[src/hdl/hsd_pkg.sv]
// Shared types, constants and lookup functions for the Hall sector decoder.
// No dependencies; the tracker, the top level and the testbench import this package.
package hsd_pkg;

   localparam int NUM_MOTORS = 4;
   localparam int MOTOR_W = 2;

   typedef enum logic [1:0] {
      ST_VALID    = 2'd0,
      ST_BAD_CODE = 2'd1,
      ST_BAD_STEP = 2'd2,
      ST_CLEARED  = 2'd3
   } status_type;

   localparam logic REQ_CAPTURE = 1'b0;
   localparam logic REQ_CLEAR   = 1'b1;

   // wiring orders, listed as the lines that land in code bit2..bit0
   localparam logic [2:0] WO_H3H2H1 = 3'd0;
   localparam logic [2:0] WO_H3H1H2 = 3'd1;
   localparam logic [2:0] WO_H2H3H1 = 3'd2;
   localparam logic [2:0] WO_H2H1H3 = 3'd3;
   localparam logic [2:0] WO_H1H2H3 = 3'd4;
   localparam logic [2:0] WO_H1H3H2 = 3'd5;

   localparam logic [2:0] HALL_ALL_LOW  = 3'b000;
   localparam logic [2:0] HALL_ALL_HIGH = 3'b111;

   localparam logic signed [1:0] DIR_NONE = 2'sb00;
   localparam logic signed [1:0] DIR_CW   = 2'sb01;
   localparam logic signed [1:0] DIR_CCW  = 2'sb11;

   localparam logic signed [31:0] STEPS_MAX = 32'sh7FFF_FFFF;
   localparam logic signed [31:0] STEPS_MIN = 32'sh8000_0000;

   // register indexes on the configuration port
   localparam logic REG_WIRE_ORDER = 1'b0;
   localparam logic REG_STEP_ANGLE = 1'b1;

   localparam logic [21:0] STEP_ANGLE_RESET = 22'd3932160;

   typedef struct packed {
      logic               req_type;
      logic [MOTOR_W-1:0] motor;
      logic [2:0]         hall_bits;
   } trk_item_type;

   typedef struct packed {
      status_type         status;
      logic [2:0]         hall_code;
      logic [2:0]         sector;
      logic signed [1:0]  direction;
      logic signed [31:0] steps;
   } trk_result_type;

   function automatic logic [2:0] hsd_reorder(input logic [2:0] order, input logic [2:0] x);
      logic h1, h2, h3;
      logic [2:0] r;
      h1 = x[0];
      h2 = x[1];
      h3 = x[2];
      case (order)
         WO_H3H1H2: r = {h3, h1, h2};
         WO_H2H3H1: r = {h2, h3, h1};
         WO_H2H1H3: r = {h2, h1, h3};
         WO_H1H2H3: r = {h1, h2, h3};
         WO_H1H3H2: r = {h1, h3, h2};
         default:   r = x;
      endcase
      return r;
   endfunction

   function automatic logic [2:0] hsd_next_cw(input logic [2:0] c);
      logic [2:0] r;
      case (c)
         3'd1:    r = 3'd5;
         3'd2:    r = 3'd3;
         3'd3:    r = 3'd1;
         3'd4:    r = 3'd6;
         3'd5:    r = 3'd4;
         3'd6:    r = 3'd2;
         default: r = 3'd0;
      endcase
      return r;
   endfunction

   function automatic logic [2:0] hsd_next_ccw(input logic [2:0] c);
      logic [2:0] r;
      case (c)
         3'd1:    r = 3'd3;
         3'd2:    r = 3'd6;
         3'd3:    r = 3'd2;
         3'd4:    r = 3'd5;
         3'd5:    r = 3'd1;
         3'd6:    r = 3'd4;
         default: r = 3'd0;
      endcase
      return r;
   endfunction

   function automatic logic [2:0] hsd_code_sector(input logic [2:0] c);
      logic [2:0] r;
      case (c)
         3'd1:    r = 3'd4;
         3'd2:    r = 3'd2;
         3'd3:    r = 3'd3;
         3'd5:    r = 3'd5;
         3'd6:    r = 3'd1;
         default: r = 3'd0;
      endcase
      return r;
   endfunction

   function automatic logic [8:0] hsd_sector_deg(input logic [2:0] s);
      logic [8:0] r;
      case (s)
         3'd0:    r = 9'd0;
         3'd1:    r = 9'd60;
         3'd2:    r = 9'd120;
         3'd3:    r = 9'd180;
         3'd4:    r = 9'd240;
         3'd5:    r = 9'd300;
         3'd6:    r = 9'd360 - 9'd0;
         default: r = 9'd420 - 9'd0;
      endcase
      return r;
   endfunction

endpackage

[src/hdl/hsd_tracker.sv]
// Per-motor Hall state (seed flag, current code, sector, step count) and its update.
// Uses hsd_pkg for the item/result structs and the code lookup functions.
module hsd_tracker import hsd_pkg::*; (
   input  logic           clock,
   input  logic           reset,
   input  logic [2:0]     wire_order,
   input  trk_item_type   item,
   input  logic           upd_en,
   output trk_result_type result
);

   logic               first_pending_ff [NUM_MOTORS];
   logic [2:0]         curr_code_ff     [NUM_MOTORS];
   logic [2:0]         sector_ff        [NUM_MOTORS];
   logic signed [31:0] steps_ff         [NUM_MOTORS];

   // the previous code is never needed after the step check, so it is not stored
   logic               first_pending_in;
   logic [2:0]         curr_code_in;
   logic [2:0]         sector_in;
   logic signed [31:0] steps_in;
   logic               wr;

   logic               motor_ok;
   logic [2:0]         code;
   logic [2:0]         prev;
   logic               bad_step;
   logic signed [1:0]  dir;

   assign motor_ok = {1'b0, item.motor} < 3'(NUM_MOTORS);

   always_comb begin
      first_pending_in = first_pending_ff[item.motor];
      curr_code_in     = curr_code_ff[item.motor];
      sector_in        = sector_ff[item.motor];
      steps_in         = steps_ff[item.motor];
      wr               = 1'b0;
      code             = hsd_reorder(wire_order, item.hall_bits);
      prev             = HALL_ALL_LOW;
      bad_step         = 1'b0;
      dir              = DIR_NONE;

      result.status    = ST_BAD_CODE;
      result.hall_code = '0;
      result.sector    = '0;
      result.direction = DIR_NONE;
      result.steps     = '0;

      if (motor_ok) begin
         if (item.req_type == REQ_CLEAR) begin
            wr               = 1'b1;
            first_pending_in = 1'b1;
            curr_code_in     = '0;
            sector_in        = '0;
            steps_in         = '0;
            result.status    = ST_CLEARED;
         end else begin
            result.hall_code = curr_code_ff[item.motor];
            result.sector    = sector_ff[item.motor];
            result.steps     = steps_ff[item.motor];
            if (code == HALL_ALL_LOW || code == HALL_ALL_HIGH) begin
               result.status = ST_BAD_CODE;
            end else begin
               wr               = 1'b1;
               // first capture after a clear seeds the previous code too
               prev             = first_pending_ff[item.motor] ? code
                                                               : curr_code_ff[item.motor];
               first_pending_in = 1'b0;
               curr_code_in     = code;
               result.hall_code = code;
               if (code != prev) begin
                  if (prev == HALL_ALL_LOW || prev == HALL_ALL_HIGH) begin
                     bad_step = 1'b1;
                  end else if (code == hsd_next_cw(prev)) begin
                     dir = DIR_CW;
                  end else if (code == hsd_next_ccw(prev)) begin
                     dir = DIR_CCW;
                  end else begin
                     bad_step = 1'b1;
                  end
               end
               if (bad_step) begin
                  result.status = ST_BAD_STEP;
               end else begin
                  sector_in = hsd_code_sector(code);
                  if (dir == DIR_CW && steps_ff[item.motor] != STEPS_MAX) begin
                     steps_in = steps_ff[item.motor] + 32'sd1;
                  end else if (dir == DIR_CCW && steps_ff[item.motor] != STEPS_MIN) begin
                     steps_in = steps_ff[item.motor] - 32'sd1;
                  end
                  result.status    = ST_VALID;
                  result.sector    = sector_in;
                  result.steps     = steps_in;
                  result.direction = dir;
               end
            end
         end
      end
   end

   always_ff @(posedge clock) begin
      if (reset) begin
         for (int i = 0; i < NUM_MOTORS; i++) begin
            first_pending_ff[i] <= 1'b1;
            curr_code_ff[i]     <= '0;
            sector_ff[i]        <= '0;
            steps_ff[i]         <= '0;
         end
      end else if (upd_en && wr) begin
         first_pending_ff[item.motor] <= first_pending_in;
         curr_code_ff[item.motor]     <= curr_code_in;
         sector_ff[item.motor]        <= sector_in;
         steps_ff[item.motor]         <= steps_in;
      end
   end

   // once seeded, a motor never holds an all-low or all-high code
   assert property (@(posedge clock) disable iff (reset)
      upd_en && wr && !first_pending_in |=>
         curr_code_ff[$past(item.motor)] != HALL_ALL_LOW &&
         curr_code_ff[$past(item.motor)] != HALL_ALL_HIGH)
      else $error("seeded motor holds an invalid hall code");

   assert property (@(posedge clock) disable iff (reset)
      result.direction != DIR_NONE |-> result.status == ST_VALID)
      else $error("step direction reported without a valid update");

   assert property (@(posedge clock) disable iff (reset)
      upd_en && result.status == ST_BAD_CODE |=>
         steps_ff[$past(item.motor)] == $past(steps_ff[item.motor]))
      else $error("invalid hall code changed the step count");

endmodule

[config.mk]
export PLATFORM = sky130hd
export DESIGN_NAME = hsd_tracker
export DESIGN_NICKNAME = d
export VERILOG_FILES = /design/src/hdl/hsd_pkg.sv /design/src/hdl/hsd_tracker.sv
export SDC_FILE = /design/constraint.sdc
export NUM_CORES = 1
export LEC_CHECK = 0
export ABC_CLOCK_PERIOD_IN_PS = 8200
export BUFFER_PORTS_ARGS = -buffer_cell sky130_fd_sc_hd__buf_2
export CORE_AREA = 4 4 133 135
export DETAILED_ROUTE_END_ITERATION = 8
export DIE_AREA = 0 0 137 139
export PLACE_DENSITY_LB_ADDON = 0.1
export SLEW_MARGIN = 30
export SYNTH_ARGS = -nofsm -noshare
export SYNTH_HDL_FRONTEND = slang
export SYNTH_SLANG_ARGS = --single-unit
export TNS_END_PERCENT = 5
[constraint.sdc]
create_clock -name clock -period 8.2 [get_ports clock]
set_clock_uncertainty 0.05 [all_clocks]
set_input_delay 2.05 -clock clock [delete_from_list [all_inputs] [get_ports clock]]
set_output_delay 2.05 -clock clock [all_outputs]
set_load 0.01 [all_outputs]
==> flow_metrics.env, run 1 <==
export IMPL_drt_first_iter_violations=1106
export IMPL_min_period_over_period=0.978
export IMPL_cap_violations=0
export IMPL_clk_pin_slew_ns=0.06
export IMPL_finalWeightedCongestion=0.986
export IMPL_mappedNetlistArea_mm2=0.0101
export IMPL_final_min_clock_period_ns=8.02
export IMPL_final_max_slew_viol_count=0
export IMPL_die_area_mm2=0.0190
export IMPL_ant_nets=0
export IMPL_global_route_wire_length_before_repair_mm=44.2
export IMPL_wl_met1_mm=11.3
export IMPL_critical_path_endpoint_type="output port"
export IMPL_run_status="completed"
export IMPL_path_max_fanout=21
export IMPL_floorplan_initialDensity=0.614
export IMPL_synthArstFlopShare=0
export IMPL_design_portCount=54
export IMPL_worst_setup_path_type="in -> out"
export IMPL_area_sequential_mm2=0.00465
export IMPL_multi_input_comb_area_mm2=0.00502
export IMPL_critical_path_slowest_cell="sky130_fd_sc_hd__a21oi_1"
export IMPL_fin_setup_tns_ns=0
export IMPL_element_type_at_the_critical_path_start="input port"
export IMPL_path_cells="buf_2, or3b_2, a21oi_1, nor3_2, or4_1, a211o_1, a21oi_1, a32o_1, mux2_1, buf_2"
export IMPL_final_layout_size_suffix_gt1_frac=0.212
export IMPL_vdd_drop_max_mv=0.141
export IMPL_count_of_mapped_cells_out_of_synthesis=930
export IMPL_cts_tree="done"
export IMPL_postCtsHoldBufs=0
export IMPL_estimated_wirelength_of_the_detail_placed_design_mm=19.2
export IMPL_setup_violation_total_in_the_final_timing_report=0
export IMPL_gr_usage_all_layers=0.302
export IMPL_antenna_cells=0
export IMPL_drtPass1Iterations=8
export IMPL_area_delta_synth_final_pct=10.8
export IMPL_pre_cts_ws_ns=0.181
export IMPL_postSynthNetCount=945
export IMPL_max_slew_margin_rel=0.401
export IMPL_achievable_frequency_mhz=125
export IMPL_die_x_um=137
export IMPL_wl_per_cell_um=23.4
export IMPL_worst_skew_pair_late_latency_ns=0.43
export IMPL_number_of_enable_flip_flop_cells_after_synthesis=153
export IMPL_routed_wl_mm=28.2
export IMPL_tritoncts_num_buffers=17
export IMPL_h_tree_depth=4
export IMPL_rows=47
export IMPL_rsz0062_at_grt="true"
export IMPL_nets=987
export IMPL_design_core_area_mm2=0.0165
export IMPL_worst_slack_ns=0.183
export IMPL_clock_sinks=156
export IMPL_synth_warnings=0
export IMPL_synth_avg_cell_area_um2=10.9
export IMPL_cts_root_to_sink_buffers=2
export IMPL_maximum_number_of_pins_on_one_net_before_global_route_repair=59
export IMPL_cp_slowest_stage_delay_ns=0.62
export IMPL_via_count_of_the_first_global_routing_pass=7708
export IMPL_antenna_found_initial=0
export IMPL_crit_path_arrival_time_ns=5.92
export IMPL_route_detailed_vias_per_inst=6.85
export IMPL_globalRouteOverflowTotal=0
export IMPL_p_per_area_mw_per_mm2=180
export IMPL_postSynth_topFlopCell="sky130_fd_sc_hd__edfxtp_1"
export IMPL_vertical_die_dimension_um=139
export IMPL_place_port_buffers=53
export IMPL_yosys_cell_types_count=96
export IMPL_worst_pin_slew_ns=0.895
export IMPL_layout_filler_cells=1216
export IMPL_min_delay_path_class="reg -> reg"
export IMPL_worst_endpoint_required_ns=6.10
export IMPL_portion_of_the_post_synthesis_area_used_by_sequential_elements=0.461
export IMPL_clk_root_buffer_cell="sky130_fd_sc_hd__clkbuf_16"
export IMPL_static_leakage_power_nw=4.09
export IMPL_drt_drc_violations_left=0
export IMPL_wl_met2_mm=13.8
export IMPL_routed_via_count=8251
export IMPL_final_hold_violation_count=0
export IMPL_cts_repair_timing_setup_buffer_count=0
export IMPL_wl_met3_mm=2.33
export IMPL_synth_ff_latch_count=156
export IMPL_highest_signal_layer="met4"
## path summary, 6_finish.rpt
kind,from,to,slack [ns],cells past startpoint
setup / recovery,wire_order[1],result[11],0.18,10
hold / removal,first_pending_ff[2]$_DFF_P_,first_pending_ff[2]$_DFF_P_,0.45,1
setup reg to reg,first_pending_ff[3]$_DFFE_PP_,steps_ff[0][16]$_SDFFCE_PN0P_,4.34,8
hold reg to reg,first_pending_ff[2]$_DFF_P_,first_pending_ff[2]$_DFF_P_,0.45,1
## synthesized netlist by cell type, types with 6 or more instances
| cell type | number | area, µm² |
|---|---|---|
| sky130_fd_sc_hd__or3_1 | 20 | 125 |
| sky130_fd_sc_hd__and3_1 | 12 | 75.1 |
| sky130_fd_sc_hd__a211o_1 | 7 | 61.3 |
| sky130_fd_sc_hd__and4_1 | 7 | 61.3 |
| sky130_fd_sc_hd__nor2b_1 | 7 | 43.8 |
| sky130_fd_sc_hd__mux4_2 | 23 | 518 |
| sky130_fd_sc_hd__a32oi_1 | 7 | 61.3 |
| sky130_fd_sc_hd__edfxtp_1 | 153 | 4590 |
| sky130_fd_sc_hd__and2_1 | 13 | 81.3 |
| sky130_fd_sc_hd__nor4_1 | 8 | 50.1 |
| sky130_fd_sc_hd__mux2i_1 | 26 | 260 |
| sky130_fd_sc_hd__xor2_1 | 14 | 123 |
| sky130_fd_sc_hd__mux4_1 | 16 | 420 |
| sky130_fd_sc_hd__inv_1 | 22 | 82.6 |
| sky130_fd_sc_hd__nand3_1 | 18 | 90.1 |
| sky130_fd_sc_hd__clkbuf_1 | 47 | 176 |
| sky130_fd_sc_hd__a211oi_1 | 6 | 45.0 |
| sky130_fd_sc_hd__buf_4 | 6 | 45.0 |
| sky130_fd_sc_hd__buf_2 | 12 | 60.1 |
| sky130_fd_sc_hd__nand2b_1 | 15 | 93.8 |
| sky130_fd_sc_hd__nand4_1 | 16 | 100 |
| sky130_fd_sc_hd__a31oi_1 | 10 | 62.6 |
| sky130_fd_sc_hd__o21ai_0 | 11 | 55.1 |
| sky130_fd_sc_hd__a21oi_1 | 43 | 215 |
| sky130_fd_sc_hd__nor3_1 | 39 | 195 |
| sky130_fd_sc_hd__or2_2 | 15 | 93.8 |
| sky130_fd_sc_hd__nand2_1 | 65 | 244 |
| sky130_fd_sc_hd__nor2_1 | 142 | 533 |
| sky130_fd_sc_hd__xnor2_1 | 9 | 78.8 |
## critical path, delay by kind of cell
family / cells / cell delay [ns]
AND/OR/NAND/NOR: 3 / 1.21
AO/OA/AOI/OAI: 4 / 1.86
multiplexers: 1 / 0.37
buffers and inverters: 2 / 0.41
## layout make-up
cell class | count | area share
clock buffers | 18 | 0.0384
clock inverters | 14 | 0.00984
inverters | 23 | 0.00772
multi-input cells | 679 | 0.449
flip-flops and latches | 156 | 0.416
well taps | 220 | 0.0246
repair buffers | 95 | 0.0544
## logic make-up after synthesis
kind of cell,after synthesis,synth area share
xor gates and xnor gates,23,0.0199
buffers and inverters,95,0.0453
DFF,156,0.461
and+or+nand+nor,422,0.218
adders and majority gates,3,0.00372
AOI/OAI and AO/OA,159,0.125
muxes,72,0.127
## power breakdown
group	internal [mW]	switching, mW	leakage, nW
Combinational	0.125	0.231	2.21
Clock	0.393	0.343	0.255
Sequential	0.916	0.0103	1.62
Total	1.43	0.584	4.09
## repair_timing
item / CTS / global route
resized for setup: 0 / 3
setup endpoints to repair: 0 / 3
endpoints found under the hold margin: 0 / 0
## cells in the final DEF (no fill, tap or decap), types with 6 or more instances in the layout
| master | netlist | routed |
|---|---|---|
| sky130_fd_sc_hd__xor2_1 | 14 | 13 |
| sky130_fd_sc_hd__nor2b_1 | 7 | 7 |
| sky130_fd_sc_hd__a21oi_1 | 43 | 43 |
| sky130_fd_sc_hd__buf_2 | 12 | 52 |
| sky130_fd_sc_hd__a211oi_1 | 6 | 6 |
| sky130_fd_sc_hd__nand4_1 | 16 | 16 |
| sky130_fd_sc_hd__mux4_1 | 16 | 16 |
| sky130_fd_sc_hd__buf_4 | 6 | 41 |
| sky130_fd_sc_hd__or2_2 | 15 | 15 |
| sky130_fd_sc_hd__clkbuf_16 | 0 | 17 |
| sky130_fd_sc_hd__nand2_1 | 65 | 65 |
| sky130_fd_sc_hd__and2_1 | 13 | 13 |
| sky130_fd_sc_hd__a32oi_1 | 7 | 7 |
| sky130_fd_sc_hd__nor2_1 | 142 | 142 |
| sky130_fd_sc_hd__mux2i_1 | 26 | 26 |
| sky130_fd_sc_hd__a31oi_1 | 10 | 10 |
| sky130_fd_sc_hd__and4_1 | 7 | 7 |
| sky130_fd_sc_hd__nor3_1 | 39 | 39 |
| sky130_fd_sc_hd__edfxtp_1 | 153 | 153 |
| sky130_fd_sc_hd__xnor2_1 | 9 | 9 |
| sky130_fd_sc_hd__mux4_2 | 23 | 23 |
| sky130_fd_sc_hd__nand3_1 | 18 | 18 |
| sky130_fd_sc_hd__a211o_1 | 7 | 7 |
| sky130_fd_sc_hd__and3_1 | 12 | 12 |
| sky130_fd_sc_hd__nand2b_1 | 15 | 12 |
| sky130_fd_sc_hd__o21ai_0 | 11 | 11 |
| sky130_fd_sc_hd__inv_1 | 22 | 22 |
| sky130_fd_sc_hd__nor4_1 | 8 | 8 |
| sky130_fd_sc_hd__or3_1 | 20 | 20 |
## registers in the layout, summed over array words and instances, names as in the netlist
register	count
curr_code_ff	12
first_pending_ff	4
sector_ff	12
steps_ff	128
## routing by layer
layer  up-vias  global-route usage
li1       3651                   -
met3        67              0.0508
met5         -                   0
met2       484               0.479
met4         0               0.103
met1      4049               0.424
## stage by stage
stage          instances  hold WS, ns  total power [mW]  utilization  area [µm²]
3_3_place_gp        1173        0.424              1.28        0.646       10600
6_report            1205        0.448              2.02        0.679       11200
3_5_place_dp        1173        0.436              1.29        0.646       10600
4_1_cts             1205        0.451              2.01        0.678       11200
2_1_floorplan        930        0.407              1.18            -       10100
5_1_grt             1205        0.470              2.09        0.679       11200
Note: power is estimated with default switching activity, not from simulation.
==> run 2, diff against run 1 <==
- ABC_AREA: default -> 1
- CORE_AREA: 4 4 133 135 -> 4 4 134 136
- DIE_AREA: 0 0 137 139 -> 0 0 138 140
==> run 2 against run 1 <==
Synthesized area up 3.0%. Register-to-register slack better by 0.41 ns. Sequential power up 1%. Sequential share of layout area shrank 0.39 points. Global-route usage is 0.14 points higher.
==> flow_metrics.env, run 2 <==
export IMPL_synth_warnings=0
export IMPL_layout_common_cells="420 x sky130_fd_sc_hd__nand2_1, 240 x sky130_fd_sc_hd__nor2_1, 153 x sky130_fd_sc_hd__edfxtp_1"
export IMPL_element_type_at_the_critical_path_start="input port"
export IMPL_regMostFlops="steps_ff"
export IMPL_run_status="completed"
export IMPL_global_route_wire_length_before_repair_mm=46.7
export IMPL_layout_cells_most_common="sky130_fd_sc_hd__nand2_1"
export IMPL_static_leakage_power_nw=4.97
export IMPL_estimated_wirelength_of_the_detail_placed_design_mm=18.6
export IMPL_area_sequential_mm2=0.00465
export IMPL_die_area_mm2=0.0193
export IMPL_place_port_buffers=53
export IMPL_rsz0062_at_grt="false"
export IMPL_post_synth_top_count_cell="sky130_fd_sc_hd__nand2_1"
export IMPL_cts_root_to_sink_buffers=2
export IMPL_resized_after_cts=0
export IMPL_critical_path_endpoint_type="output port"
export IMPL_vdd_drop_max_mv=0.145
export IMPL_via_count_of_the_first_global_routing_pass=8708
export IMPL_gr_usage_all_layers=0.304
export IMPL_reg2regPathDepth=19
export IMPL_area_delta_synth_final_pct=8.51
export IMPL_min_delay_path_class="reg -> reg"
export IMPL_worst_skew_pair_late_latency_ns=0.44
export IMPL_portion_of_the_post_synthesis_area_used_by_sequential_elements=0.447
export IMPL_synthArstFlopShare=0
export IMPL_design_portCount=54
export IMPL_final_min_clock_period_ns=7.73
export IMPL_timing_rr_end="steps_ff[3][0]$_DFFE_PP_"
export IMPL_crit_path_arrival_time_ns=5.63
export IMPL_drtPass1Iterations=8
export IMPL_postCtsHoldBufs=0
export IMPL_postSynthNetCount=1365
export IMPL_cap_violations=0
export IMPL_rows=48
export IMPL_maximum_number_of_pins_on_one_net_before_global_route_repair=51
export IMPL_layout_filler_cells=1458
export IMPL_worst_endpoint_required_ns=6.10
export IMPL_route_detailed_vias_per_inst=5.79
export IMPL_ff2ff_setup_slack_ns=4.75
export IMPL_design_core_area_mm2=0.0169
export IMPL_critical_path_endpoint="result[0]"
export IMPL_yosys_cell_types_count=41
export IMPL_number_of_enable_flip_flop_cells_after_synthesis=153
export IMPL_synth_area_leader_cell="sky130_fd_sc_hd__edfxtp_1"
export IMPL_p_per_area_mw_per_mm2=199
export IMPL_clk_root_buffer_cell="sky130_fd_sc_hd__clkbuf_16"
export IMPL_worst_pin_slew_ns=0.792
export IMPL_ant_nets=0
export IMPL_worst_slack_ns=0.469
export IMPL_tritoncts_num_buffers=17
export IMPL_mappedNetlistArea_mm2=0.0104
export IMPL_ys_top_cells_by_area="sky130_fd_sc_hd__edfxtp_1 44%, sky130_fd_sc_hd__nand2_1 15%, sky130_fd_sc_hd__nor2_1 8.7%"
export IMPL_netlist_area_leader_share=0.441
export IMPL_post_synth_most_frequent_cells="424 x sky130_fd_sc_hd__nand2_1, 240 x sky130_fd_sc_hd__nor2_1, 153 x sky130_fd_sc_hd__edfxtp_1"
export IMPL_largest_register_ffs=128
export IMPL_h_tree_depth=4
export IMPL_final_max_slew_viol_count=0
export IMPL_cts_tree="done"
export IMPL_die_x_um=138
export IMPL_synth_ff_latch_count=156
export IMPL_antenna_found_initial=0
export IMPL_cts_repair_timing_setup_buffer_count=0
export IMPL_final_layout_size_suffix_gt1_frac=0.142
export IMPL_finalWeightedCongestion=1.01
export IMPL_pre_cts_ws_ns=0.570
export IMPL_routed_via_count=9326
export IMPL_achievable_frequency_mhz=129
export IMPL_max_slew_margin_rel=0.468
export IMPL_fin_setup_tns_ns=0
export IMPL_synth_avg_cell_area_um2=7.71
export IMPL_worst_setup_path_type="in -> out"
export IMPL_globalRouteOverflowTotal=0
export IMPL_timing_critical_path_from="item[3]"
export IMPL_setup_violation_total_in_the_final_timing_report=0
export IMPL_top_regs="steps_ff: 128 flops, curr_code_ff: 12 flops, sector_ff: 12 flops"
export IMPL_nets=1389
export IMPL_count_of_mapped_cells_out_of_synthesis=1350
export IMPL_antenna_cells=0
export IMPL_routed_wl_mm=28.9
export IMPL_origin_of_the_critical_flop_to_flop_path="first_pending_ff[1]$_DFF_P_"
export IMPL_drt_first_iter_violations=900
export IMPL_floorplan_initialDensity=0.615
export IMPL_clk_pin_slew_ns=0.06
export IMPL_multi_input_comb_area_mm2=0.00503
export IMPL_min_period_over_period=0.943
export IMPL_wl_per_cell_um=17.9
export IMPL_vertical_die_dimension_um=140
export IMPL_drt_drc_violations_left=0
export IMPL_final_hold_violation_count=0
export IMPL_postSynth_topFlopCell="sky130_fd_sc_hd__edfxtp_1"
export IMPL_hold_worst_slack_ns=0.470
export IMPL_clock_sinks=156
export IMPL_path_max_fanout=50
## run 2: stage by stage
stage                     utilization  total power [mW]  cells  cell area (µm²)
after floorplan                     -              1.36   1350            10400
after global placement          0.633              1.49   1580            10700
after detailed placement        0.634              1.50   1580            10700
after CTS                       0.667              2.25   1612            11300
after global routing            0.667              2.36   1612            11300
final                           0.667              2.25   1612            11300
## run 2: worst min-delay path by stage
| stage | from | endpoint | cells after the start |
|---|---|---|---|
| finish | first_pending_ff[2]$_DFF_P_ | first_pending_ff[2]$_DFF_P_ | 2 |
| global route | first_pending_ff[1]$_DFF_P_ | first_pending_ff[1]$_DFF_P_ | 2 |
| CTS | first_pending_ff[0]$_DFF_P_ | first_pending_ff[0]$_DFF_P_ | 2 |
| detailed placement | first_pending_ff[0]$_DFF_P_ | first_pending_ff[0]$_DFF_P_ | 2 |
| global placement | first_pending_ff[2]$_DFF_P_ | first_pending_ff[2]$_DFF_P_ | 2 |
| floorplan | first_pending_ff[2]$_DFF_P_ | first_pending_ff[2]$_DFF_P_ | 2 |
## run 2: final cells by class
| cell class | instances | share of cell area |
|---|---|---|
| clock inverter | 14 | 0.0111 |
| timing repair buffer | 70 | 0.0359 |
| tap | 225 | 0.0249 |
| clock buffer | 18 | 0.0380 |
| inverter | 98 | 0.0327 |
| multi-input combinational | 1031 | 0.445 |
| sequential | 156 | 0.412 |
## run 2: kinds of logic after synthesis
family | synth area share
adder cells (fa/ha/maj) | 0.00361
AND/OR/NAND/NOR | 0.412
flip-flops | 0.447
buffers and inverters | 0.0737
AO/OA/AOI/OAI | 0.0227
XOR/XNOR | 0.0412
## run 2: report_power, final
part	internal (mW)	switching, mW	leakage [nW]
Sequential	0.925	0.0111	1.61
Combinational	0.155	0.404	3.08
Clock	0.399	0.355	0.272
## run 2: routing by layer
layer  routed length, µm  global-route usage  vias to the layer above
li1                    -                   -                     4497
met1               12000               0.418                     4315
met2               13600               0.496                      451
met3                2500              0.0526                       63
met4                 732              0.0941                        0
met5                   0                   0                        -
## run 2: worst max-delay path: stages
cell and delay [ns]:
sky130_fd_sc_hd__buf_2 0.10, sky130_fd_sc_hd__buf_4 0.47, sky130_fd_sc_hd__nand2_1 0.11, sky130_fd_sc_hd__nand2_1 0.09, sky130_fd_sc_hd__nand2_1 0.06, sky130_fd_sc_hd__nand2_2 0.14, sky130_fd_sc_hd__inv_2 0.08, sky130_fd_sc_hd__nand2_1 0.11
sky130_fd_sc_hd__nand2_2 0.12, sky130_fd_sc_hd__nand2_1 0.13, sky130_fd_sc_hd__nand2_1 0.09, sky130_fd_sc_hd__nand2_1 0.06, sky130_fd_sc_hd__nand2_1 0.06, sky130_fd_sc_hd__nand3_2 0.08, sky130_fd_sc_hd__buf_4 0.37, sky130_fd_sc_hd__nand3_2 0.65
sky130_fd_sc_hd__nand2_2 0.29, sky130_fd_sc_hd__clkinv_1 0.12, sky130_fd_sc_hd__nand2_1 0.08, sky130_fd_sc_hd__nand3_2 0.12, sky130_fd_sc_hd__inv_1 0.11, sky130_fd_sc_hd__buf_2 0.13
